<file path="src/rtl/ust_pkg.sv">
// ----------------------------------------------------------------------------
// Unsorted set table package
// Sizes, command and status codes, word types and the walk state type that
// the unsorted set table uses.
// ----------------------------------------------------------------------------
package ust_pkg;

    localparam int DEPTH     = 16;
    localparam int WORD_BITS = 32;

    // Slot index and fill count widths; the count must be able to hold DEPTH.
    localparam int IDX_W = $clog2(DEPTH);
    localparam int CNT_W = $clog2(DEPTH + 1);

    localparam logic [2:0] FN_FIND       = 3'd0;
    localparam logic [2:0] FN_INSERT     = 3'd1;
    localparam logic [2:0] FN_UPDATE     = 3'd2;
    localparam logic [2:0] FN_REMOVE     = 3'd3;
    localparam logic [2:0] FN_REMOVE_ALL = 3'd4;

    localparam logic [1:0] ST_OK        = 2'd0;
    localparam logic [1:0] ST_NOT_FOUND = 2'd1;
    localparam logic [1:0] ST_PRESENT   = 2'd2;
    localparam logic [1:0] ST_FULL      = 2'd3;

    typedef logic signed [WORD_BITS-1:0] word_t;

    typedef struct packed {
        logic [2:0]         func;
        logic signed [31:0] key;
        logic signed [31:0] new_value;
    } cmd_t;

    typedef struct packed {
        logic [1:0] status;
        logic [3:0] position;
        logic [4:0] entry_count;
        logic [4:0] removed_count;
    } rsp_t;

    typedef enum logic [1:0] {
        S_IDLE,
        S_WALK,
        S_FINISH
    } state_t;

endpackage

</file>
<file path="src/rtl/unsorted_set_table.sv">
// ----------------------------------------------------------------------------
// Unsorted set table
// Packed table of signed words with find, insert, update, remove and
// remove-all commands, walked slot by slot through a synchronous memory.
// ----------------------------------------------------------------------------
// An accepted command word walks the filled slots in S_WALK and then writes its
// result word in S_FINISH; no new command is taken until the table is back in
// S_IDLE. The walk reads one slot per cycle through the single read port of the
// table memory, and a result word held by the receiver also holds the finish step.
// Reset clears the fill count and the control state; the table memory itself
// is not swept, as slots at or above the fill count are never read.
module unsorted_set_table
    import ust_pkg::*;
(
    input  logic clk,
    input  logic rst_n,
    input  logic cmd_valid,
    output logic cmd_stall,
    input  cmd_t cmd,
    output logic rsp_valid,
    input  logic rsp_stall,
    output rsp_t rsp
);

    word_t mem [DEPTH];
    word_t mem_q;

    state_t state_reg, state_next;

    logic [2:0]       func_reg, func_next;
    word_t            word_reg, word_next;
    word_t            repl_reg, repl_next;
    logic [CNT_W-1:0] fill_reg, fill_next;
    logic [CNT_W-1:0] rd_ptr_reg, rd_ptr_next;
    logic [CNT_W-1:0] wr_ptr_reg, wr_ptr_next;
    logic [IDX_W-1:0] cur_idx_reg, cur_idx_next;
    logic             dvld_reg, dvld_next;
    logic             hit_reg, hit_next;
    logic [IDX_W-1:0] hit_slot_reg, hit_slot_next;
    logic             out_valid_reg, out_valid_next;
    rsp_t             out_reg, out_next;

    logic             mem_re;
    logic [IDX_W-1:0] mem_raddr;
    logic             mem_we;
    logic [IDX_W-1:0] mem_waddr;
    word_t            mem_wdata;

    logic issue;
    logic match;
    logic is_remove;
    logic skip;
    logic finish_go;
    logic accept;

    assign accept    = cmd_valid && !cmd_stall;
    assign issue     = rd_ptr_reg < fill_reg;
    assign match     = dvld_reg && (mem_q == word_reg);
    assign is_remove = (func_reg == FN_REMOVE) || (func_reg == FN_REMOVE_ALL);
    assign skip      = match && ((func_reg == FN_REMOVE_ALL) ||
                                 ((func_reg == FN_REMOVE) && !hit_reg));
    assign finish_go = !out_valid_reg || !rsp_stall;

    assign cmd_stall = (state_reg != S_IDLE);
    assign rsp_valid = out_valid_reg;
    assign rsp       = out_reg;

    // Table memory: one write port and one registered read port. During the
    // walk the write slot never passes the slot being read, so the two never
    // meet on the same entry.
    always_ff @(posedge clk)
    begin
        if (mem_we)
        begin
            mem[mem_waddr] <= mem_wdata;
        end
        if (mem_re)
        begin
            mem_q <= mem[mem_raddr];
        end
    end

    always_comb
    begin
        state_next = state_reg;
        case (state_reg)
            S_IDLE:
            begin
                if (accept)
                begin
                    state_next = S_WALK;
                end
            end
            S_WALK:
            begin
                if (!issue && !dvld_reg)
                begin
                    state_next = S_FINISH;
                end
            end
            S_FINISH:
            begin
                if (finish_go)
                begin
                    state_next = S_IDLE;
                end
            end
            default:
            begin
                state_next = S_IDLE;
            end
        endcase
    end

    always_comb
    begin
        func_next      = func_reg;
        word_next      = word_reg;
        repl_next      = repl_reg;
        fill_next      = fill_reg;
        rd_ptr_next    = rd_ptr_reg;
        wr_ptr_next    = wr_ptr_reg;
        cur_idx_next   = cur_idx_reg;
        dvld_next      = 1'b0;
        hit_next       = hit_reg;
        hit_slot_next  = hit_slot_reg;
        out_valid_next = out_valid_reg && rsp_stall;
        out_next       = out_reg;
        mem_re         = 1'b0;
        mem_raddr      = rd_ptr_reg[IDX_W-1:0];
        mem_we         = 1'b0;
        mem_waddr      = wr_ptr_reg[IDX_W-1:0];
        mem_wdata      = mem_q;

        case (state_reg)
            S_IDLE:
            begin
                if (accept)
                begin
                    func_next     = cmd.func;
                    word_next     = WORD_BITS'(cmd.key);
                    repl_next     = WORD_BITS'(cmd.new_value);
                    rd_ptr_next   = '0;
                    wr_ptr_next   = '0;
                    hit_next      = 1'b0;
                    hit_slot_next = '0;
                end
            end
            S_WALK:
            begin
                mem_re       = issue;
                dvld_next    = issue;
                cur_idx_next = rd_ptr_reg[IDX_W-1:0];
                if (issue)
                begin
                    rd_ptr_next = rd_ptr_reg + 1'b1;
                end
                if (match && !hit_reg)
                begin
                    hit_next      = 1'b1;
                    hit_slot_next = cur_idx_reg;
                end
                // Removals compact the survivors down to the write slot.
                if (dvld_reg && is_remove && !skip)
                begin
                    mem_we      = 1'b1;
                    wr_ptr_next = wr_ptr_reg + 1'b1;
                end
            end
            S_FINISH:
            begin
                if (finish_go)
                begin
                    out_valid_next         = 1'b1;
                    out_next.status        = ST_NOT_FOUND;
                    out_next.position      = hit_reg ? 4'(hit_slot_reg) : 4'd0;
                    out_next.removed_count = 5'd0;
                    case (func_reg)
                        FN_FIND:
                        begin
                            if (hit_reg)
                            begin
                                out_next.status = ST_OK;
                            end
                        end
                        FN_INSERT:
                        begin
                            if (hit_reg)
                            begin
                                out_next.status = ST_PRESENT;
                            end
                            else if (fill_reg >= CNT_W'(DEPTH))
                            begin
                                out_next.status = ST_FULL;
                            end
                            else
                            begin
                                out_next.status = ST_OK;
                                mem_we          = 1'b1;
                                mem_waddr       = fill_reg[IDX_W-1:0];
                                mem_wdata       = word_reg;
                                fill_next       = fill_reg + 1'b1;
                            end
                        end
                        FN_UPDATE:
                        begin
                            if (hit_reg)
                            begin
                                out_next.status = ST_OK;
                                mem_we          = 1'b1;
                                mem_waddr       = hit_slot_reg;
                                mem_wdata       = repl_reg;
                            end
                        end
                        FN_REMOVE, FN_REMOVE_ALL:
                        begin
                            if (hit_reg)
                            begin
                                out_next.status = ST_OK;
                            end
                            fill_next              = wr_ptr_reg;
                            out_next.removed_count = 5'(fill_reg - wr_ptr_reg);
                        end
                        default:
                        begin
                            out_next.position = 4'd0;
                        end
                    endcase
                    out_next.entry_count = 5'(fill_next);
                end
            end
            default:
            begin
                dvld_next = 1'b0;
            end
        endcase
    end

    always_ff @(posedge clk or negedge rst_n)
    begin
        if (!rst_n)
        begin
            state_reg     <= S_IDLE;
            fill_reg      <= '0;
            rd_ptr_reg    <= '0;
            wr_ptr_reg    <= '0;
            dvld_reg      <= 1'b0;
            hit_reg       <= 1'b0;
            out_valid_reg <= 1'b0;
        end
        else
        begin
            state_reg     <= state_next;
            fill_reg      <= fill_next;
            rd_ptr_reg    <= rd_ptr_next;
            wr_ptr_reg    <= wr_ptr_next;
            dvld_reg      <= dvld_next;
            hit_reg       <= hit_next;
            out_valid_reg <= out_valid_next;
        end
    end

    always_ff @(posedge clk)
    begin
        func_reg     <= func_next;
        word_reg     <= word_next;
        repl_reg     <= repl_next;
        cur_idx_reg  <= cur_idx_next;
        hit_slot_reg <= hit_slot_next;
        out_reg      <= out_next;
    end

    // The fill count never exceeds the table depth.
    a_fill_bound: assert property (@(posedge clk) disable iff (!rst_n)
        fill_reg <= CNT_W'(DEPTH))
        else $error("fill count above table depth");

    // Compaction writes never overtake the read pointer.
    a_wr_behind_rd: assert property (@(posedge clk) disable iff (!rst_n)
        state_reg == S_WALK |-> wr_ptr_reg <= rd_ptr_reg)
        else $error("write slot ahead of read slot");

    // A new result word only appears once a walk has finished.
    a_rsp_after_walk: assert property (@(posedge clk) disable iff (!rst_n)
        $rose(rsp_valid) |-> $past(state_reg) == S_FINISH)
        else $error("result word raised outside the finish step");

endmodule
</file>
<file path="config.mk">
export PLATFORM = sky130hd
export DESIGN_NAME = unsorted_set_table
export DESIGN_NICKNAME = d
export VERILOG_FILES = /design/src/rtl/ust_pkg.sv /design/src/rtl/unsorted_set_table.sv
export SDC_FILE = /design/constraint.sdc
export NUM_CORES = 1
export LEC_CHECK = 0
export ABC_CLOCK_PERIOD_IN_PS = 5310
export BUFFER_PORTS_ARGS = -buffer_cell sky130_fd_sc_hd__buf_4
export CORE_ASPECT_RATIO = 0.6
export CORE_MARGIN = 3
export CORE_UTILIZATION = 55
export CTS_BUF_LIST = sky130_fd_sc_hd__clkbuf_4
export DETAILED_ROUTE_END_ITERATION = 8
export PLACE_DENSITY = 0.81
export SETUP_SLACK_MARGIN = 0.5
export SLEW_MARGIN = 40
export SYNTH_ARGS = -nofsm -noshare
export SYNTH_HDL_FRONTEND = slang
export SYNTH_SLANG_ARGS = --single-unit
export TNS_END_PERCENT = 10
</file>
<file path="constraint.sdc">
create_clock -name clk -period 5.31 [get_ports clk]
set_clock_uncertainty 0.1 [all_clocks]
set_input_delay 0 -clock clk [delete_from_list [all_inputs] [get_ports clk]]
set_output_delay 0 -clock clk [all_outputs]
set_load 0.05 [all_outputs]
</file>
* Yosys cells after proc, flatten, opt, wreduce, memory -nomap -nowiden
Memory sizes are Yosys's and may differ from the RTL's. A register that Yosys moved wholly into a read port is not among the register bits.
Cells that the tools add are included.
** Storage, ports and cells
- Register bits after elaboration :: 111
- Output and inout port bits :: 18
- Word-level logic and storage cells :: 115
- Memories :: 1
- RAM bits :: 512
** Cells by class
- Add/sub/neg operators :: 4
- Equal/unequal tests :: 13
- Reductions and logical operators :: 33
- Magnitude comparators :: 2
- Muxes and demuxes :: 46
** Memory list
- mem :: words 16, width 32, rd ports 1, clocked after Yosys merged registers in 1, wr ports 1, RTL line unsorted_set_table.sv:25 : word_t mem [DEPTH];
** Operators with widths (number)
- 32-bit 2-to-1 mux :: 5
- 32-bit case mux with 2 select lines :: 1
- 32-bit equality test :: 1
- 5-bit case mux with 2 select lines :: 3
- 4-bit 2-to-1 mux :: 7
- 5-bit 2-to-1 mux :: 5
- 4-bit case mux with 2 select lines :: 2
- 5-bit by 1-bit adder with 5-bit output (second input constant) :: 3
- 1-bit 2-to-1 mux :: 13
- 2-bit inequality test (second input constant) :: 6
- 3-bit AND reduction :: 4
- 2-bit 2-to-1 mux :: 5
- 1-bit logical AND :: 9
- 1-bit logical NOT :: 7
- 3-bit by 2-bit equality test with 1-bit output (second input constant) :: 2
- 1-bit case mux with 2 select lines :: 3
- 2-bit case mux with 3 select lines :: 1
- 2-bit AND reduction :: 3
- 5-bit greater-or-equal comparator (second input constant) :: 1
- 5-bit less-than comparator :: 1
- 5-bit OR reduction :: 1
- 5-bit subtractor :: 1
- 2-bit case mux with 2 select lines :: 1
- 2-bit nonzero test :: 2
- 9 further kinds :: 11

* Longest topological paths before layout
- Depth after elaboration :: 10
- Depth in mapped cells :: 9
- Mapped depth without buffers :: 9

* Worst setup path after synthesis
Ideal clock, no wire load.
- Path kind :: register to register
- From :: reg state_reg[0]
- To :: mem mem[0][0] (netlist bit) (enable)
- Path buffers :: 1
- Data arrival time :: 3298 ps
- Cell stages (with the launch flop) :: 10
- Data required time :: 4789 ps
- Library setup time :: 421 ps
- Slack :: 1491 ps
- Cell sequence :: dfrtp_1 > inv_1 > ha_1 > a21boi_0 > or3b_1 > buf_4 > o2bb2ai_2 > a211oi_2 > nand3_1 > nor2_1
** On the way
- Cells in the longest elaborated chain, start to end :: 4
- Elaborated cells between the ends (all ways) :: 6
** RTL lines
- start: declaration :: RTL line unsorted_set_table.sv:28 : state_t state_reg, state_next;
- start signal: assignment :: RTL line unsorted_set_table.sv:253 : state_reg <= state_next;
- 2-bit equality test or 2-bit by 1-bit equality test with 1-bit output (tied branches) :: RTL line unsorted_set_table.sv:135 : case (state_reg)
- 1-bit case mux with 2 select lines :: RTL line unsorted_set_table.sv:135
- 1-bit 2-to-1 mux :: RTL line unsorted_set_table.sv:73 : if (mem_we)
- 1-bit 2-to-1 mux (not written as such) :: RTL line unsorted_set_table.sv:75 : mem[mem_waddr] <= mem_wdata;
- end: declaration :: RTL line unsorted_set_table.sv:25
Parallel ways exist; a longest one is shown, timed or not.

* Worst setup path in the final report
- From :: reg state_reg[0]
- To :: mem mem[11][6] (netlist bit) (enable)
The elaborated chain is that of the path after synthesis.

==> results.sh <==
export IMPL_cts_buffer_depth=3
export IMPL_num_io_pins=89
export IMPL_drt_iter0_drc=2074
export IMPL_finalCritPeriodShare_pct=77.3
export IMPL_overflow=0
export IMPL_dp_slack_ns=1.36
export IMPL_grt_start_max_net_pins=70
export IMPL_drc=0
export IMPL_fin_ws_ns=1.21
export IMPL_core_region_area_um2=45500
export IMPL_synthCells=1241
export IMPL_crit_slowest_cell="or3b_4"
export IMPL_cp_required_ns=5.74
export IMPL_h_tree_depth=4
export IMPL_critPathTopFamily="simple AND/OR/NAND/NOR gates"
export IMPL_grt_pass1_wl_mm=97.4
export IMPL_cp_end_kind="register"
export IMPL_largest_register="mem"
export IMPL_status="completed"
export IMPL_largest_register_ff_count=512
export IMPL_crit_arrival_ns=4.54
export IMPL_synth_seq_cells=655
export IMPL_port_buffer_count=88
export IMPL_dpl_cell_area_um2=27700
export IMPL_grt_usage_pct=26.8
export IMPL_vias=14717
export IMPL_critPathKind="register to register"
export IMPL_async_reset_ff_share_pct=3.05
export IMPL_ys_warn_count=0
export IMPL_cts_tree="done"
export IMPL_gp_congestion=0.886
export IMPL_chipHeight_um=174
export IMPL_cpPeakStageDelay_ns=0.68
export IMPL_layout_common_cells="635 x edfxtp_1, 211 x clkbuf_4, 160 x mux4_2"
export IMPL_tns_ns=0
export IMPL_period_needed_ns=4.10
export IMPL_post_synth_cell_area_avg_um2=20.8
export IMPL_antenna_found_initial=2
export IMPL_drive_gt1_share_pct=33.6
export IMPL_cellLeakagePower_nw=10.3
export IMPL_path_buf_inv=3
export IMPL_hold_worst_slack_ns=0.132
export IMPL_ant_nets=0
export IMPL_routed_wl_mm=65.3
export IMPL_detail_route_first_pass_iterations=9
export IMPL_max_freq_ghz=0.244
export IMPL_ys_types=57
export IMPL_cts_made_buffers=145
export IMPL_die_w_um=285
export IMPL_slew_limit_headroom_pct=44.8
export IMPL_rows=60
export IMPL_power_density_nw_per_um2=503
export IMPL_crit_chain="inv_1 -> ha_1 -> a21boi_2 -> buf_4 -> or3b_4 -> o2bb2ai_2 -> nor2_1 -> nand3_1 -> nor2_4 -> buf_4"
export IMPL_initial_core_util_pct=56.6
export IMPL_hold_violations=0
export IMPL_crit_top_cell="buf_4"
export IMPL_final_nets=1709
export IMPL_hp_class="primary input to register"
export IMPL_design_area_um2=30900
export IMPL_synth_edf_count=635
export IMPL_netlist_area_um2=25800
export IMPL_maxSlewViolCount=0
export IMPL_area_growth_pct=20.1
export IMPL_ys_flop_type="edfxtp_1"
export IMPL_clock_latency_ns=0.87
export IMPL_cts_root_buf="clkbuf_4"
export IMPL_floorplan_die_area_um2=49600
export IMPL_grt_pass1_vias=14935
export IMPL_postCtsHoldBufs=140
export IMPL_postCtsSetupBuffers=0
export IMPL_startpoint_type="register"
export IMPL_clk_pin_slew_worst_paths_ns=0.08
export IMPL_wl_per_cell_um=27.9
export IMPL_setup_viol=0
export IMPL_hpwl_mm=38.7
export IMPL_maxCapViolCount=0
export IMPL_vdd_drop_max_mv=0.370
export IMPL_rsz0062_at_grt="no"
export IMPL_cp_max_fo=38
export IMPL_clock_sinks=655
export IMPL_yosysSeqAreaShare_pct=76.0
export IMPL_final_common_cell="edfxtp_1"
export IMPL_vias_per_cell=6.29
export IMPL_worst_slew_pin_transition_ns=0.829
export IMPL_synth_nets=1329
export IMPL_cts_resized=0
-- cells by family (layout without fill, tap and decap cells) --
family	after synthesis	in the layout	share of synthesized area [%]
buf+inv	84	561	1.32
simple gates	153	153	2.99
flops	655	655	76.0
fa+ha+maj	17	17	0.855
other cells	0	3	0
compound gates	132	132	3.48
mux	166	166	14.2
xor+xnor	34	34	1.16
-- per-layer routing --
layer  GRT usage (%)  up-vias  part of all wire (%)
met5               0        -                     0
met4            7.96        0                   2.5
met3            7.60      155                    12
met2            40.1     1096                    46
met1            39.2     7489                    39
li1                -     5977                     -
-- stage by stage --
stage | power, mW | cells | util [%]
6_report | 15.6 | 2341 | 68.0
3_3_place_gp | 11.4 | 1948 | 60.7
4_1_cts | 15.5 | 2337 | 68.0
3_5_place_dp | 11.5 | 1953 | 60.9
2_1_floorplan | 9.89 | 1241 | -
5_1_grt | 16.2 | 2340 | 68.0
-- report_power, final --
part / total [mW] / internal [mW] / switching (mW)
combinational: 4.43 / 1.76 / 2.67
sequential: 7.20 / 6.83 / 0.371
clock: 3.94 / 2.01 / 1.93
-- cells in the mapped netlist (2+ instances only) --
library cell / n / share of area [%]
nor2b_1: 2 / 0.049
dfrtp_1: 20 / 1.9
mux2i_1: 3 / 0.12
mux2_2: 3 / 0.13
a21o_1: 7 / 0.20
nand4_1: 4 / 0.097
inv_1: 20 / 0.29
nor4_1: 9 / 0.22
a21boi_0: 3 / 0.087
nor3_1: 5 / 0.097
edfxtp_1: 635 / 74
clkbuf_1: 41 / 0.60
buf_1: 7 / 0.10
o41ai_1: 2 / 0.068
a221o_1: 2 / 0.078
a22oi_1: 37 / 1.1
buf_2: 14 / 0.27
nand2_1: 44 / 0.64
o21a_1: 2 / 0.058
nand2b_1: 5 / 0.12
o2bb2ai_2: 3 / 0.17
a21oi_1: 18 / 0.35
buf_4: 2 / 0.058
and2_1: 9 / 0.22
nand3b_1: 2 / 0.058
nand3_1: 23 / 0.45
a2bb2oi_1: 2 / 0.068
o21ai_0: 42 / 0.82
ha_1: 16 / 0.78
xor2_1: 33 / 1.1
a22o_1: 3 / 0.10
nor2_1: 31 / 0.45
or3b_1: 2 / 0.068
or4_1: 2 / 0.058
and2b_1: 3 / 0.087
mux4_2: 160 / 14
and3_1: 5 / 0.12
-- worst reg2reg max path: cells and delay by family (launching register included) --
kind / cells / cell delay [ns]
flops: 1 / 0.42
buf+inv: 3 / 0.80
compound gates: 2 / 0.44
simple gates: 4 / 1.80
fa+ha+maj: 1 / 0.23
-- worst paths after layout --
kind,from,to,slack (ns),cells past startpoint
setup / recovery,state_reg[0],mem[11][6],1.21,10
hold / removal,cmd_valid,wr_ptr_reg[0],0.13,4
setup reg to reg,state_reg[0],mem[11][6],1.21,10
hold reg to reg,cur_idx_reg[1],hit_slot_reg[1],0.44,1
max in group asynchronous,rst_n,rd_ptr_reg[1],4.34,4
min in group asynchronous,rst_n,dvld_reg,0.26,4
-- cell type report --
cell class / count / area, um2
Tap cell: 620 / 776
Clock buffer: 211 / 1580
Antenna cell: 3 / 7.51
Clock inverter: 33 / 239
Sequential cell: 655 / 19600
Timing Repair Buffer: 297 / 2690
Multi-Input combinational cell: 502 / 6000
Inverter: 20 / 75.1
Fill cell: 2832 / 14600
Power figures use the tool's default switching activity.
